File: src/rtl/tgm_pkg.sv
// Shared types and constants for the touchpad gesture to mouse report block.
// Used by every module under rtl/; depends on nothing.
package tgm_pkg;

  typedef struct packed {
    logic               feature_request;
    logic               sensor_ready;
    logic [7:0]         finger_count;
    logic signed [15:0] abs_x;
    logic signed [15:0] abs_y;
  } tgm_poll_t;

  typedef struct packed {
    logic              send_report;
    logic [2:0]        buttons;
    logic signed [7:0] move_x;
    logic signed [7:0] move_y;
    logic signed [7:0] wheel;
  } tgm_report_t;

  // Classified poll handed from front to back. dx/dy are only meaningful
  // when move_ok is set, and then they fit in 8 bits.
  typedef struct packed {
    logic              send_report;
    logic [2:0]        buttons;
    logic              wheeling;
    logic              move_ok;
    logic signed [7:0] dx;
    logic signed [7:0] dy;
  } tgm_cmd_t;

  // Configuration register indexes
  localparam logic [1:0] REG_TAP_MAX_TICKS = 2'd0;
  localparam logic [1:0] REG_JUMP_LIMIT    = 2'd1;
  localparam logic [1:0] REG_SETTLE_TICKS  = 2'd2;

  localparam logic [7:0] TAP_MAX_TICKS_RST = 8'd6;
  localparam logic [6:0] JUMP_LIMIT_RST    = 7'd80;
  localparam logic [7:0] SETTLE_TICKS_RST  = 8'd4;

  // Peak finger counts that pick a mode
  localparam logic [7:0] FINGERS_ONE   = 8'd1;
  localparam logic [7:0] FINGERS_LEFT  = 8'd2;
  localparam logic [7:0] FINGERS_WHEEL = 8'd3;
  localparam logic [7:0] FINGERS_RIGHT = 8'd4;

  localparam logic [2:0] BTN_LEFT   = 3'b001;
  localparam logic [2:0] BTN_RIGHT  = 3'b010;
  localparam logic [2:0] BTN_MIDDLE = 3'b100;

  // Front-to-back queue
  localparam int QDEPTH = 2;
  localparam int QPTR_W = (QDEPTH > 1) ? $clog2(QDEPTH) : 1;
  localparam int QCNT_W = $clog2(QDEPTH + 1);

endpackage

File: src/rtl/touchpad_gesture_to_mouse_report.sv
// Top level of the touchpad gesture to mouse report block: front, queue, back.
// Depends on tgm_pkg, tgm_front, tgm_queue, tgm_back.
//
//   channel  direction  handshake        word
//   poll     in         push / full      tgm_poll_t
//   report   out        pop / empty      tgm_report_t
//   config   in         cfg_write        cfg_index, cfg_data
//
// One poll per cycle sustained while reports are popped. The front updates
// touch state as the poll is taken; its command is registered in a queue
// slot, and the back scales motion on the way into the output register.
// Synchronous reset clears touch state, loads config defaults, empties queues.
// With the output held, the two-word queue fills and full rises.
module touchpad_gesture_to_mouse_report (
  input  logic                clk,
  input  logic                rst,
  input  logic                push,
  output logic                full,
  input  tgm_pkg::tgm_poll_t   poll,
  output logic                empty,
  input  logic                pop,
  output tgm_pkg::tgm_report_t report,
  input  logic                cfg_write,
  input  logic [1:0]          cfg_index,
  input  logic [7:0]          cfg_data
);

  logic              accept;
  tgm_pkg::tgm_cmd_t  front_cmd;
  tgm_pkg::tgm_cmd_t  back_cmd;
  logic              q_empty;
  logic              q_take;

  assign accept = push && !full;

  tgm_front u_front (
    .clk       (clk),
    .rst       (rst),
    .accept    (accept),
    .poll      (poll),
    .cfg_write (cfg_write),
    .cfg_index (cfg_index),
    .cfg_data  (cfg_data),
    .cmd       (front_cmd)
  );

  tgm_queue u_queue (
    .clk     (clk),
    .rst     (rst),
    .wr      (accept),
    .wr_data (front_cmd),
    .full    (full),
    .rd      (q_take),
    .rd_data (back_cmd),
    .empty   (q_empty)
  );

  tgm_back u_back (
    .clk       (clk),
    .rst       (rst),
    .cmd_valid (!q_empty),
    .cmd       (back_cmd),
    .cmd_take  (q_take),
    .report    (report),
    .empty     (empty),
    .pop       (pop)
  );

endmodule

File: src/rtl/tgm_front.sv
// Front end: accepts polls, holds touch state and config registers, and
// classifies each poll into a command word. Depends on tgm_pkg.
module tgm_front (
  input  logic              clk,
  input  logic              rst,
  input  logic              accept,
  input  tgm_pkg::tgm_poll_t poll,
  input  logic              cfg_write,
  input  logic [1:0]        cfg_index,
  input  logic [7:0]        cfg_data,
  output tgm_pkg::tgm_cmd_t  cmd
);

  logic [7:0]         tap_max_ticks;
  logic [6:0]         jump_limit;
  logic [7:0]         settle_ticks;

  logic signed [15:0] prev_x, prev_x_next;
  logic signed [15:0] prev_y, prev_y_next;
  logic [7:0]         touch_ticks, touch_ticks_next;
  logic [7:0]         peak_fingers, peak_fingers_next;
  logic               lift_pending, lift_pending_next;

  logic signed [16:0] dx, dy, clip_s;
  logic [7:0]         tick1, tick2, peak_n;
  logic               in_range, short_tap;

  function automatic logic [7:0] sat_inc(input logic [7:0] v);
    sat_inc = (v == 8'hFF) ? v : v + 8'd1;
  endfunction

  always_comb begin
    dx       = {poll.abs_x[15], poll.abs_x} - {prev_x[15], prev_x};
    dy       = {poll.abs_y[15], poll.abs_y} - {prev_y[15], prev_y};
    clip_s   = $signed({10'b0, jump_limit});
    in_range = (dx < clip_s) && (dx >= -clip_s) && (dy < clip_s) && (dy >= -clip_s);
    tick1    = sat_inc(touch_ticks);
    tick2    = tick1;
    peak_n   = (peak_fingers < poll.finger_count) ? poll.finger_count : peak_fingers;
    short_tap = (touch_ticks != 8'd0) && (touch_ticks <= tap_max_ticks);

    cmd                = '0;
    prev_x_next        = prev_x;
    prev_y_next        = prev_y;
    touch_ticks_next   = touch_ticks;
    peak_fingers_next  = peak_fingers;
    lift_pending_next  = lift_pending;

    if (!poll.feature_request) begin
      if (!poll.sensor_ready) begin
        cmd.send_report   = lift_pending;
        lift_pending_next = 1'b0;
      end else begin
        prev_x_next     = poll.abs_x;
        prev_y_next     = poll.abs_y;
        cmd.send_report = 1'b1;
        if (poll.finger_count != 8'd0) begin
          peak_fingers_next = peak_n;
          if (peak_n == tgm_pkg::FINGERS_LEFT) begin
            cmd.buttons = tgm_pkg::BTN_LEFT;
            tick2       = sat_inc(tick1);   // left drag counts double
          end else if (peak_n == tgm_pkg::FINGERS_WHEEL) begin
            cmd.wheeling = 1'b1;
          end else if (peak_n == tgm_pkg::FINGERS_RIGHT) begin
            cmd.buttons = tgm_pkg::BTN_RIGHT;
          end
          touch_ticks_next = tick2;
          cmd.move_ok      = in_range && (tick2 > settle_ticks);
          cmd.dx           = dx[7:0];
          cmd.dy           = dy[7:0];
        end else begin
          if (peak_fingers == tgm_pkg::FINGERS_ONE && short_tap) begin
            cmd.buttons = tgm_pkg::BTN_LEFT;
          end else if (peak_fingers == tgm_pkg::FINGERS_WHEEL && short_tap) begin
            cmd.buttons = tgm_pkg::BTN_MIDDLE;
          end
          touch_ticks_next  = 8'd0;
          peak_fingers_next = 8'd0;
          lift_pending_next = 1'b1;
        end
      end
    end
  end

  always_ff @(posedge clk) begin
    if (rst) begin
      tap_max_ticks <= tgm_pkg::TAP_MAX_TICKS_RST;
      jump_limit    <= tgm_pkg::JUMP_LIMIT_RST;
      settle_ticks  <= tgm_pkg::SETTLE_TICKS_RST;
      prev_x        <= '0;
      prev_y        <= '0;
      touch_ticks   <= '0;
      peak_fingers  <= '0;
      lift_pending  <= 1'b0;
    end else begin
      if (cfg_write) begin
        case (cfg_index)
          tgm_pkg::REG_TAP_MAX_TICKS: tap_max_ticks <= cfg_data;
          tgm_pkg::REG_JUMP_LIMIT:    jump_limit    <= cfg_data[6:0];
          tgm_pkg::REG_SETTLE_TICKS:  settle_ticks  <= cfg_data;
          default: ;
        endcase
      end
      if (accept) begin
        prev_x       <= prev_x_next;
        prev_y       <= prev_y_next;
        touch_ticks  <= touch_ticks_next;
        peak_fingers <= peak_fingers_next;
        lift_pending <= lift_pending_next;
      end
    end
  end

endmodule

File: src/rtl/tgm_queue.sv
// Short register queue of command words between front and back.
// Depends on tgm_pkg for the word type and depth.
module tgm_queue (
  input  logic              clk,
  input  logic              rst,
  input  logic              wr,
  input  tgm_pkg::tgm_cmd_t  wr_data,
  output logic              full,
  input  logic              rd,
  output tgm_pkg::tgm_cmd_t  rd_data,
  output logic              empty
);

  tgm_pkg::tgm_cmd_t                 slots [tgm_pkg::QDEPTH];
  logic [tgm_pkg::QPTR_W-1:0] wr_ptr;
  logic [tgm_pkg::QPTR_W-1:0] rd_ptr;
  logic [tgm_pkg::QCNT_W-1:0] count;

  localparam logic [tgm_pkg::QPTR_W-1:0] LAST = tgm_pkg::QPTR_W'(tgm_pkg::QDEPTH - 1);

  assign full    = (count == tgm_pkg::QCNT_W'(tgm_pkg::QDEPTH));
  assign empty   = (count == '0);
  assign rd_data = slots[rd_ptr];

  always_ff @(posedge clk) begin
    if (wr) begin
      slots[wr_ptr] <= wr_data;
    end
  end

  always_ff @(posedge clk) begin
    if (rst) begin
      wr_ptr <= '0;
      rd_ptr <= '0;
      count  <= '0;
    end else begin
      if (wr) begin
        wr_ptr <= (wr_ptr == LAST) ? '0 : wr_ptr + 1'b1;
      end
      if (rd) begin
        rd_ptr <= (rd_ptr == LAST) ? '0 : rd_ptr + 1'b1;
      end
      if (wr && !rd) begin
        count <= count + 1'b1;
      end else if (rd && !wr) begin
        count <= count - 1'b1;
      end
    end
  end

endmodule

File: src/rtl/tgm_back.sv
// Back end: scales motion and wheel of a command word and holds the
// finished report in an output register. Depends on tgm_pkg.
module tgm_back (
  input  logic                clk,
  input  logic                rst,
  input  logic                cmd_valid,
  input  tgm_pkg::tgm_cmd_t    cmd,
  output logic                cmd_take,
  output tgm_pkg::tgm_report_t report,
  output logic                empty,
  input  logic                pop
);

  logic                out_valid;
  tgm_pkg::tgm_report_t rep_next;

  logic signed [9:0]  x3;
  logic signed [9:0]  x_half;
  logic [8:0]         dy_mag;
  logic [9:0]         y6;
  logic [17:0]        y_prod;
  logic [7:0]         y_q;
  logic signed [8:0]  y_s;
  logic [13:0]        w_prod;
  logic [4:0]         w_q;

  assign cmd_take = cmd_valid && (!out_valid || pop);
  assign empty    = !out_valid;

  always_comb begin
    // x * 3 / 2, truncated toward zero
    x3     = {{2{cmd.dx[7]}}, cmd.dx} + {cmd.dx[7], cmd.dx, 1'b0};
    x_half = (x3 + $signed({9'b0, x3[9]})) >>> 1;

    // |dy| * 6 / 5 via reciprocal: exact for the ranges used here
    dy_mag = cmd.dy[7] ? 9'(-{cmd.dy[7], cmd.dy}) : {1'b0, cmd.dy};
    y6     = {dy_mag, 1'b0} + {dy_mag, 1'b0} + {dy_mag, 1'b0};
    y_prod = 18'(y6) * 18'd205;
    y_q    = y_prod[17:10];
    y_s    = cmd.dy[7] ? -$signed({1'b0, y_q}) : $signed({1'b0, y_q});

    w_prod = 14'(dy_mag[6:0]) * 14'd103;
    w_q    = w_prod[13:9];
    if (!cmd.dy[7] && cmd.dy != 8'sd0 && w_q == 5'd0) begin
      w_q = 5'd1;   // small upward strokes still scroll one step
    end

    rep_next             = '0;
    rep_next.send_report = cmd.send_report;
    rep_next.buttons     = cmd.buttons;
    if (cmd.move_ok) begin
      if (cmd.wheeling) begin
        rep_next.wheel = cmd.dy[7] ? $signed({3'b0, w_q}) : -$signed({3'b0, w_q});
      end else begin
        if (x_half > 10'sd127) begin
          rep_next.move_x = 8'sd127;
        end else if (x_half < -10'sd128) begin
          rep_next.move_x = -8'sd128;
        end else begin
          rep_next.move_x = x_half[7:0];
        end
        if (y_s > 9'sd127) begin
          rep_next.move_y = 8'sd127;
        end else if (y_s < -9'sd128) begin
          rep_next.move_y = -8'sd128;
        end else begin
          rep_next.move_y = y_s[7:0];
        end
      end
    end
  end

  always_ff @(posedge clk) begin
    if (rst) begin
      out_valid <= 1'b0;
    end else if (cmd_take) begin
      out_valid <= 1'b1;
    end else if (pop) begin
      out_valid <= 1'b0;
    end
  end

  always_ff @(posedge clk) begin
    if (cmd_take) begin
      report <= rep_next;
    end
  end

endmodule
File: config.mk
export PLATFORM = sky130hd
export DESIGN_NAME = touchpad_gesture_to_mouse_report
export DESIGN_NICKNAME = d
export VERILOG_FILES = /design/src/rtl/tgm_pkg.sv /design/src/rtl/touchpad_gesture_to_mouse_report.sv /design/src/rtl/tgm_front.sv /design/src/rtl/tgm_queue.sv /design/src/rtl/tgm_back.sv
export SDC_FILE = /design/constraint.sdc
export NUM_CORES = 1
export LEC_CHECK = 0
export BUFFER_PORTS_ARGS = -buffer_cell sky130_fd_sc_hd__clkbuf_2
export CAP_MARGIN = 30
export CORE_MARGIN = 2
export CORE_UTILIZATION = 40
export CTS_BUF_LIST = sky130_fd_sc_hd__clkbuf_8
export CTS_CLUSTER_DIAMETER = 50
export DETAILED_ROUTE_END_ITERATION = 16
export SYNTH_ARGS = -nofsm -noshare
export SYNTH_HDL_FRONTEND = slang
export SYNTH_SLANG_ARGS = --single-unit
File: constraint.sdc
create_clock -name clk -period 9.7 [get_ports clk]
set_input_delay 0.485 -clock clk [delete_from_list [all_inputs] [get_ports clk]]
set_output_delay 0.485 -clock clk [all_outputs]
set_load 0.1 [all_outputs]
# After elaboration in Yosys (flattened, before gate mapping)
# Memory sizes are Yosys's and may differ from the RTL's. A register that Yosys moved wholly into a read port is not among the register bits.
# Cells that the tools add are included.
word_totals:
  mem_count: 1
  elab_cells: 143
  ramBits: 44
  regBits: 105
  out_inout_bits: 30
mem_list:
  columns: ["memory", "words", "word_bits", "read_ports", "rd_clocked_by_memory_dff", "wr", "line", "source"]
  rows:
  - ["u_queue.slots", 2, 22, 1, 1, 1, "tgm_queue.sv:14", "tgm_pkg::tgm_cmd_t slots [tgm_pkg::QDEPTH];"]
classes:
  bitwise_logic: 3
  n_mul: 2
  n_eq_ne: 11
  addsub: 16
  magnitude_cmp: 11
  reduce_logical: 38
  mux: 41
op_table:
  columns: ["operator", "n"]
  rows:
  - ["two-way mux 8 bit", 11]
  - [">= comparator 17 bit", 2]
  - ["< comparator 17 x 8 -> 1 bit", 2]
  - ["subtractor 16 x 16 -> 17 bit", 2]
  - ["equality test 8 x 2 -> 1 bit, second input constant", 3]
  - ["nonzero test 8 bit", 3]
  - ["two-way mux 22 bit", 1]
  - ["two-way mux 21 bit", 1]
  - ["adder 10 bit", 2]
  - ["> comparator 9 x 8 -> 1 bit, second input constant", 2]
  - ["< comparator 9 x 8 -> 1 bit, second input constant", 2]
  - ["multiplier 10 x 8 -> 18 bit, second input constant", 1]
  - ["two-way mux 18 bit", 1]
  - ["two-way mux 9 bit", 2]
  - ["negator 7 -> 17 bit", 1]
  - ["adder 8 x 1 -> 8 bit, second input constant", 2]
  - ["equality test 8 bit, second input constant", 2]
  - ["multiplier 7 x 7 -> 14 bit, second input constant", 1]
  - ["two-way mux 7 bit", 2]
  - ["logical AND 1 bit", 13]
  - ["two-way mux 1 bit", 13]
  - ["two-way mux 3 bit", 4]
  - ["adder 10 x 2 -> 10 bit", 1]
  - ["adder 8 x 9 -> 10 bit", 1]
  - ["26 further kinds", 47]

# Longest topological paths before layout
logic_depth:
  word_depth: 13
  ltp_mapped: 35

# Hierarchy
# Synthesis repeated with hierarchy kept, for this count alone.
unflattened:
  cells_unflattened: 1452
  area_unflattened_um2: 12997.5
modules_own_cells:
  columns: ["mod", "seq_area_each_um2", "cells_each", "area_per_inst_um2", "instances"]
  rows:
  - ["tgm_front", 1441.4, 871, 6577.6, 1]
  - ["tgm_back", 860.8, 489, 4615.7, 1]
  - ["tgm_queue", 1421.4, 90, 1786.7, 1]
  - ["touchpad_gesture_to_mouse_report", 0.0, 2, 17.5, 1]

# Worst setup path before layout
# No wires, ideal clock.
synth_timing:
  path_kind: "register -> register"
  start: "register (tool-made name)"
  end: "register u_back.report[12] (netlist name)"
  setup_time_ps: 176
  required_time_ps: 9524
  stages_incl_launch_ff: 33
  slack_ps: 2297
  n_path_buf: 1
  t_arrival_ps: 7227
  cell_sequence: "dfxtp_1 > buf_4 > mux2i_1 > ha_1 > nand2_1 > o21ai_0 > xnor2_1 > inv_1 > ha_1 > ha_1 > a31oi_1 > nor2_1 > a31o_2 > ha_1 > inv_1 > fa_1 > inv_1 > fa_1 > inv_1 > fa_1 > inv_1 > ha_1 > inv_1 > and3_1 > and3_1 > nor3_1 > ha_1 > nor2b_1 > mux2i_1 > a211o_1 > o211a_1 > xor2_1 > o32ai_1"

==> results.cfg <==
[status]
status = completed

[die]
core_area_um2 = 31600
row_count = 65
die_height_um = 183
die_area_um2 = 33600
initial_util_pct = 40.6
io_pins = 87
die_w_um = 183

[synthesis]
synth_edf_count = 72
netlist_instances = 1457
post_synthesis_sequential_element_count = 150
yosys_warnings = 0
ys.flop_type = sky130_fd_sc_hd__dfxtp_1
post_syn_area_um2 = 12900
syn_avg_cell_area_um2 = 8.82
synthArstFlopShare_pct = 0
postSynthNetCount = 1738
synth_sequential_area_ratio_pct = 29.0
yosysUniqueCellTypes = 78

[global_routing]
grt_remaining_overflow = 0
global_route_usage_over_all_layers_pct = 18.5
grt_start_max_net_pins = 71
grt_pass1_vias = 10210
number_of_antenna_violations_at_the_first_check_in_global_routing = 0
grt_pass1_wl_um = 49900

[final_layout]
layout.cells.most_common = sky130_fd_sc_hd__ha_1
final_layout_size_suffix_gt1_share_pct = 10.4
antenna_cells = 0
mostFrequentLayoutCells = 198 x sky130_fd_sc_hd__ha_1, 164 x sky130_fd_sc_hd__inv_1, 124 x sky130_fd_sc_hd__nand2_1, 123 x sky130_fd_sc_hd__nor2_1, 96 x sky130_fd_sc_hd__a21oi_1
num-nets-final = 1821
syn_to_final_growth_pct = 10.3

[worst_setup_path]
reg2reg_to = u_back.report[14]$_SDFFCE_PP0P_
ff_to_ff_path_depth = 30
cp_data_arrival_time_ps = 8830
reg_to_reg_setup_timing_slack_ps = 1070
endpoint_kind = flop
critical_path.max_fanout = 29
critPathKind = reg2reg
worst_setup_start_kind = flop
max_stage_delay_ps = 600
worstPathRequired_ps = 9910
crit_slowest_cell = sky130_fd_sc_hd__nor4b_2

[route]
detailroute.via_count = 10474
initialDrtViolationCount = 452
number_of_detailed_route_iterations_in_the_first_pass = 5
wl_per_cell_um = 15.4
drcViolationCount = 0
via_per_inst = 5.36
ant_nets = 0
route.final.wire_length_um = 30000

[clock_network]
clk_pin_slew_worst_paths_ps = 100
cts-htree-levels = 4
post_cts_sizing_count = 0
numCtsBuffers = 17
cts.path.max_buffers = 2
clk_latency_ps = 490
cts_tree = done
cts.hold.buffers_added = 0
root_buffer = sky130_fd_sc_hd__clkbuf_8
postCtsSetupRepairBufs = 0
clock_sink_count = 150

[hold_path]
holdPathEnd = u_front.prev_y[8]$_SDFFE_PP0P_
min_from = poll[8]
hold_critical_path_depth = 3
min_path_type = in2reg

[timing]
tightest_pin_transition_ps = 918
hold_viol_final = 0
slew_violations = 0
slew_headroom_pct = 38.5
max_freq_mhz = 116
skew_ps = 19.4
finalSetupViolCount = 0
grt_setup_unrepaired = no
min_period_ps = 8630
fin_crit_sh_pct = 89.0
setup_tns_final_ps = 0

[placement]
detailed_placement_hpwl_um = 23800
port_buffers = 86
routabilityCongestion = 0.912

[flow_run]
maxCapViolations = 0
==> worst max-delay path: cells and delay by family, from the launching register on <==
| family | cells | cell delay (ps) |
|---|---|---|
| adder cells (fa/ha/maj) | 9 | 3450 |
| AO/OA/AOI/OAI | 5 | 1470 |
| AND/OR/NAND/NOR | 6 | 1210 |
| buffers and inverters | 7 | 790 |
| multiplexers | 2 | 710 |
| flip-flops | 1 | 360 |
| XOR/XNOR | 1 | 320 |
==> cell families after synthesis <==
group,count (synthesis),share of synthesized area [%]
mux,40,3.29
fa+ha+maj,224,23.3
buf+inv,198,5.84
flops,150,29.0
compound gates,311,15.8
simple gates,450,17.1
xor+xnor,84,5.72
==> cell usage after synthesis (4+ instances only) <==
master / instances / area share [%]
sky130_fd_sc_hd__and3_1: 21 / 1.0
sky130_fd_sc_hd__a31o_2: 4 / 0.27
sky130_fd_sc_hd__mux2i_1: 24 / 1.9
sky130_fd_sc_hd__a31oi_1: 18 / 0.88
sky130_fd_sc_hd__o31ai_1: 6 / 0.35
sky130_fd_sc_hd__nand4b_1: 5 / 0.34
sky130_fd_sc_hd__inv_1: 164 / 4.8
sky130_fd_sc_hd__dfxtp_1: 78 / 12
sky130_fd_sc_hd__nor2_1: 126 / 3.7
sky130_fd_sc_hd__o21a_1: 13 / 0.76
sky130_fd_sc_hd__xor2_1: 31 / 2.1
sky130_fd_sc_hd__o32ai_1: 6 / 0.41
sky130_fd_sc_hd__a22oi_1: 9 / 0.53
sky130_fd_sc_hd__nor2b_1: 12 / 0.58
sky130_fd_sc_hd__mux2_2: 15 / 1.3
sky130_fd_sc_hd__nand2b_1: 20 / 0.97
sky130_fd_sc_hd__o211ai_1: 10 / 0.58
sky130_fd_sc_hd__a2111oi_0: 5 / 0.34
sky130_fd_sc_hd__or3_1: 6 / 0.29
sky130_fd_sc_hd__nand4_1: 14 / 0.68
sky130_fd_sc_hd__a211oi_1: 11 / 0.64
sky130_fd_sc_hd__a21o_1: 30 / 1.8
sky130_fd_sc_hd__clkbuf_1: 27 / 0.79
sky130_fd_sc_hd__a211o_1: 5 / 0.34
sky130_fd_sc_hd__ha_1: 198 / 19
sky130_fd_sc_hd__a32oi_1: 5 / 0.34
sky130_fd_sc_hd__o21bai_1: 6 / 0.35
sky130_fd_sc_hd__fa_1: 26 / 4.0
sky130_fd_sc_hd__nand3b_1: 7 / 0.41
sky130_fd_sc_hd__xnor2_1: 53 / 3.6
sky130_fd_sc_hd__and2_1: 15 / 0.73
sky130_fd_sc_hd__or4_1: 9 / 0.53
sky130_fd_sc_hd__o21ai_0: 53 / 2.1
sky130_fd_sc_hd__nand3_1: 27 / 1.1
sky130_fd_sc_hd__a21oi_1: 96 / 3.7
sky130_fd_sc_hd__nand2_1: 124 / 3.6
sky130_fd_sc_hd__nor4_1: 12 / 0.58
sky130_fd_sc_hd__a32o_1: 4 / 0.31
sky130_fd_sc_hd__nor3b_1: 5 / 0.29
sky130_fd_sc_hd__edfxtp_1: 72 / 17
sky130_fd_sc_hd__nor3_1: 34 / 1.3
==> layer usage <==
metal  vias up  wire length, um  track usage, %
li1       5369                -               -
met1      4867            13800            23.3
met2       194            14400            32.0
met3        44             1110            2.50
met4         0              726            7.10
met5         -                0               0
==> registers in the layout, summed over array words and instances, names as in the netlist, 8 cells and up, named ones only <==
| name | flops |
|---|---|
| u_back.report | 28 |
| u_front.peak_fingers | 8 |
| u_front.prev_x | 16 |
| u_front.prev_y | 16 |
| u_front.settle_ticks | 8 |
| u_front.tap_max_ticks | 8 |
| u_front.touch_ticks | 8 |
| u_queue.slots | 44 |
==> per-stage QoR <==
stage                     hold slack [ps]  instance area [um2]  util (%)  instances  setup slack, ps
after floorplan                       436                12900         -       1457             2300
after global placement                442                13700      43.4       1921             1460
after detailed placement              447                13800      43.5       1923             1260
after CTS                             202                14200      44.8       1955             1110
after global routing                  229                14200      44.8       1955              285
final                                 236                14200      44.8       1955             1070
==> how the worst max path moves through the flow <==
stage               slack [ps]  cells past startpoint                              end  from
floorplan                 2300                     32  u_back.report[12]$_SDFFCE_PP0P_  flop
global placement          1460                     30  u_back.report[14]$_SDFFCE_PP0P_  flop
detailed placement        1260                     30  u_back.report[14]$_SDFFCE_PP0P_  flop
CTS                       1110                     30  u_back.report[14]$_SDFFCE_PP0P_  flop
global route               290                     31  u_back.report[14]$_SDFFCE_PP0P_  flop
finish                    1070                     30  u_back.report[14]$_SDFFCE_PP0P_  flop
==> cell type report <==
| cell class | instances | area [um2] |
|---|---|---|
| clock buffers | 18 | 248 |
| clock inverters | 14 | 165 |
| fillers | 3076 | 17500 |
| inverters | 164 | 616 |
| multi-input cells | 1109 | 8390 |
| flip-flops and latches | 150 | 3720 |
| well taps | 402 | 503 |
| repair buffers | 98 | 536 |
Power is left out: the tool's default activity adds up to more than one toggle a clock period on the data nets, which glitch-free logic cannot reach.
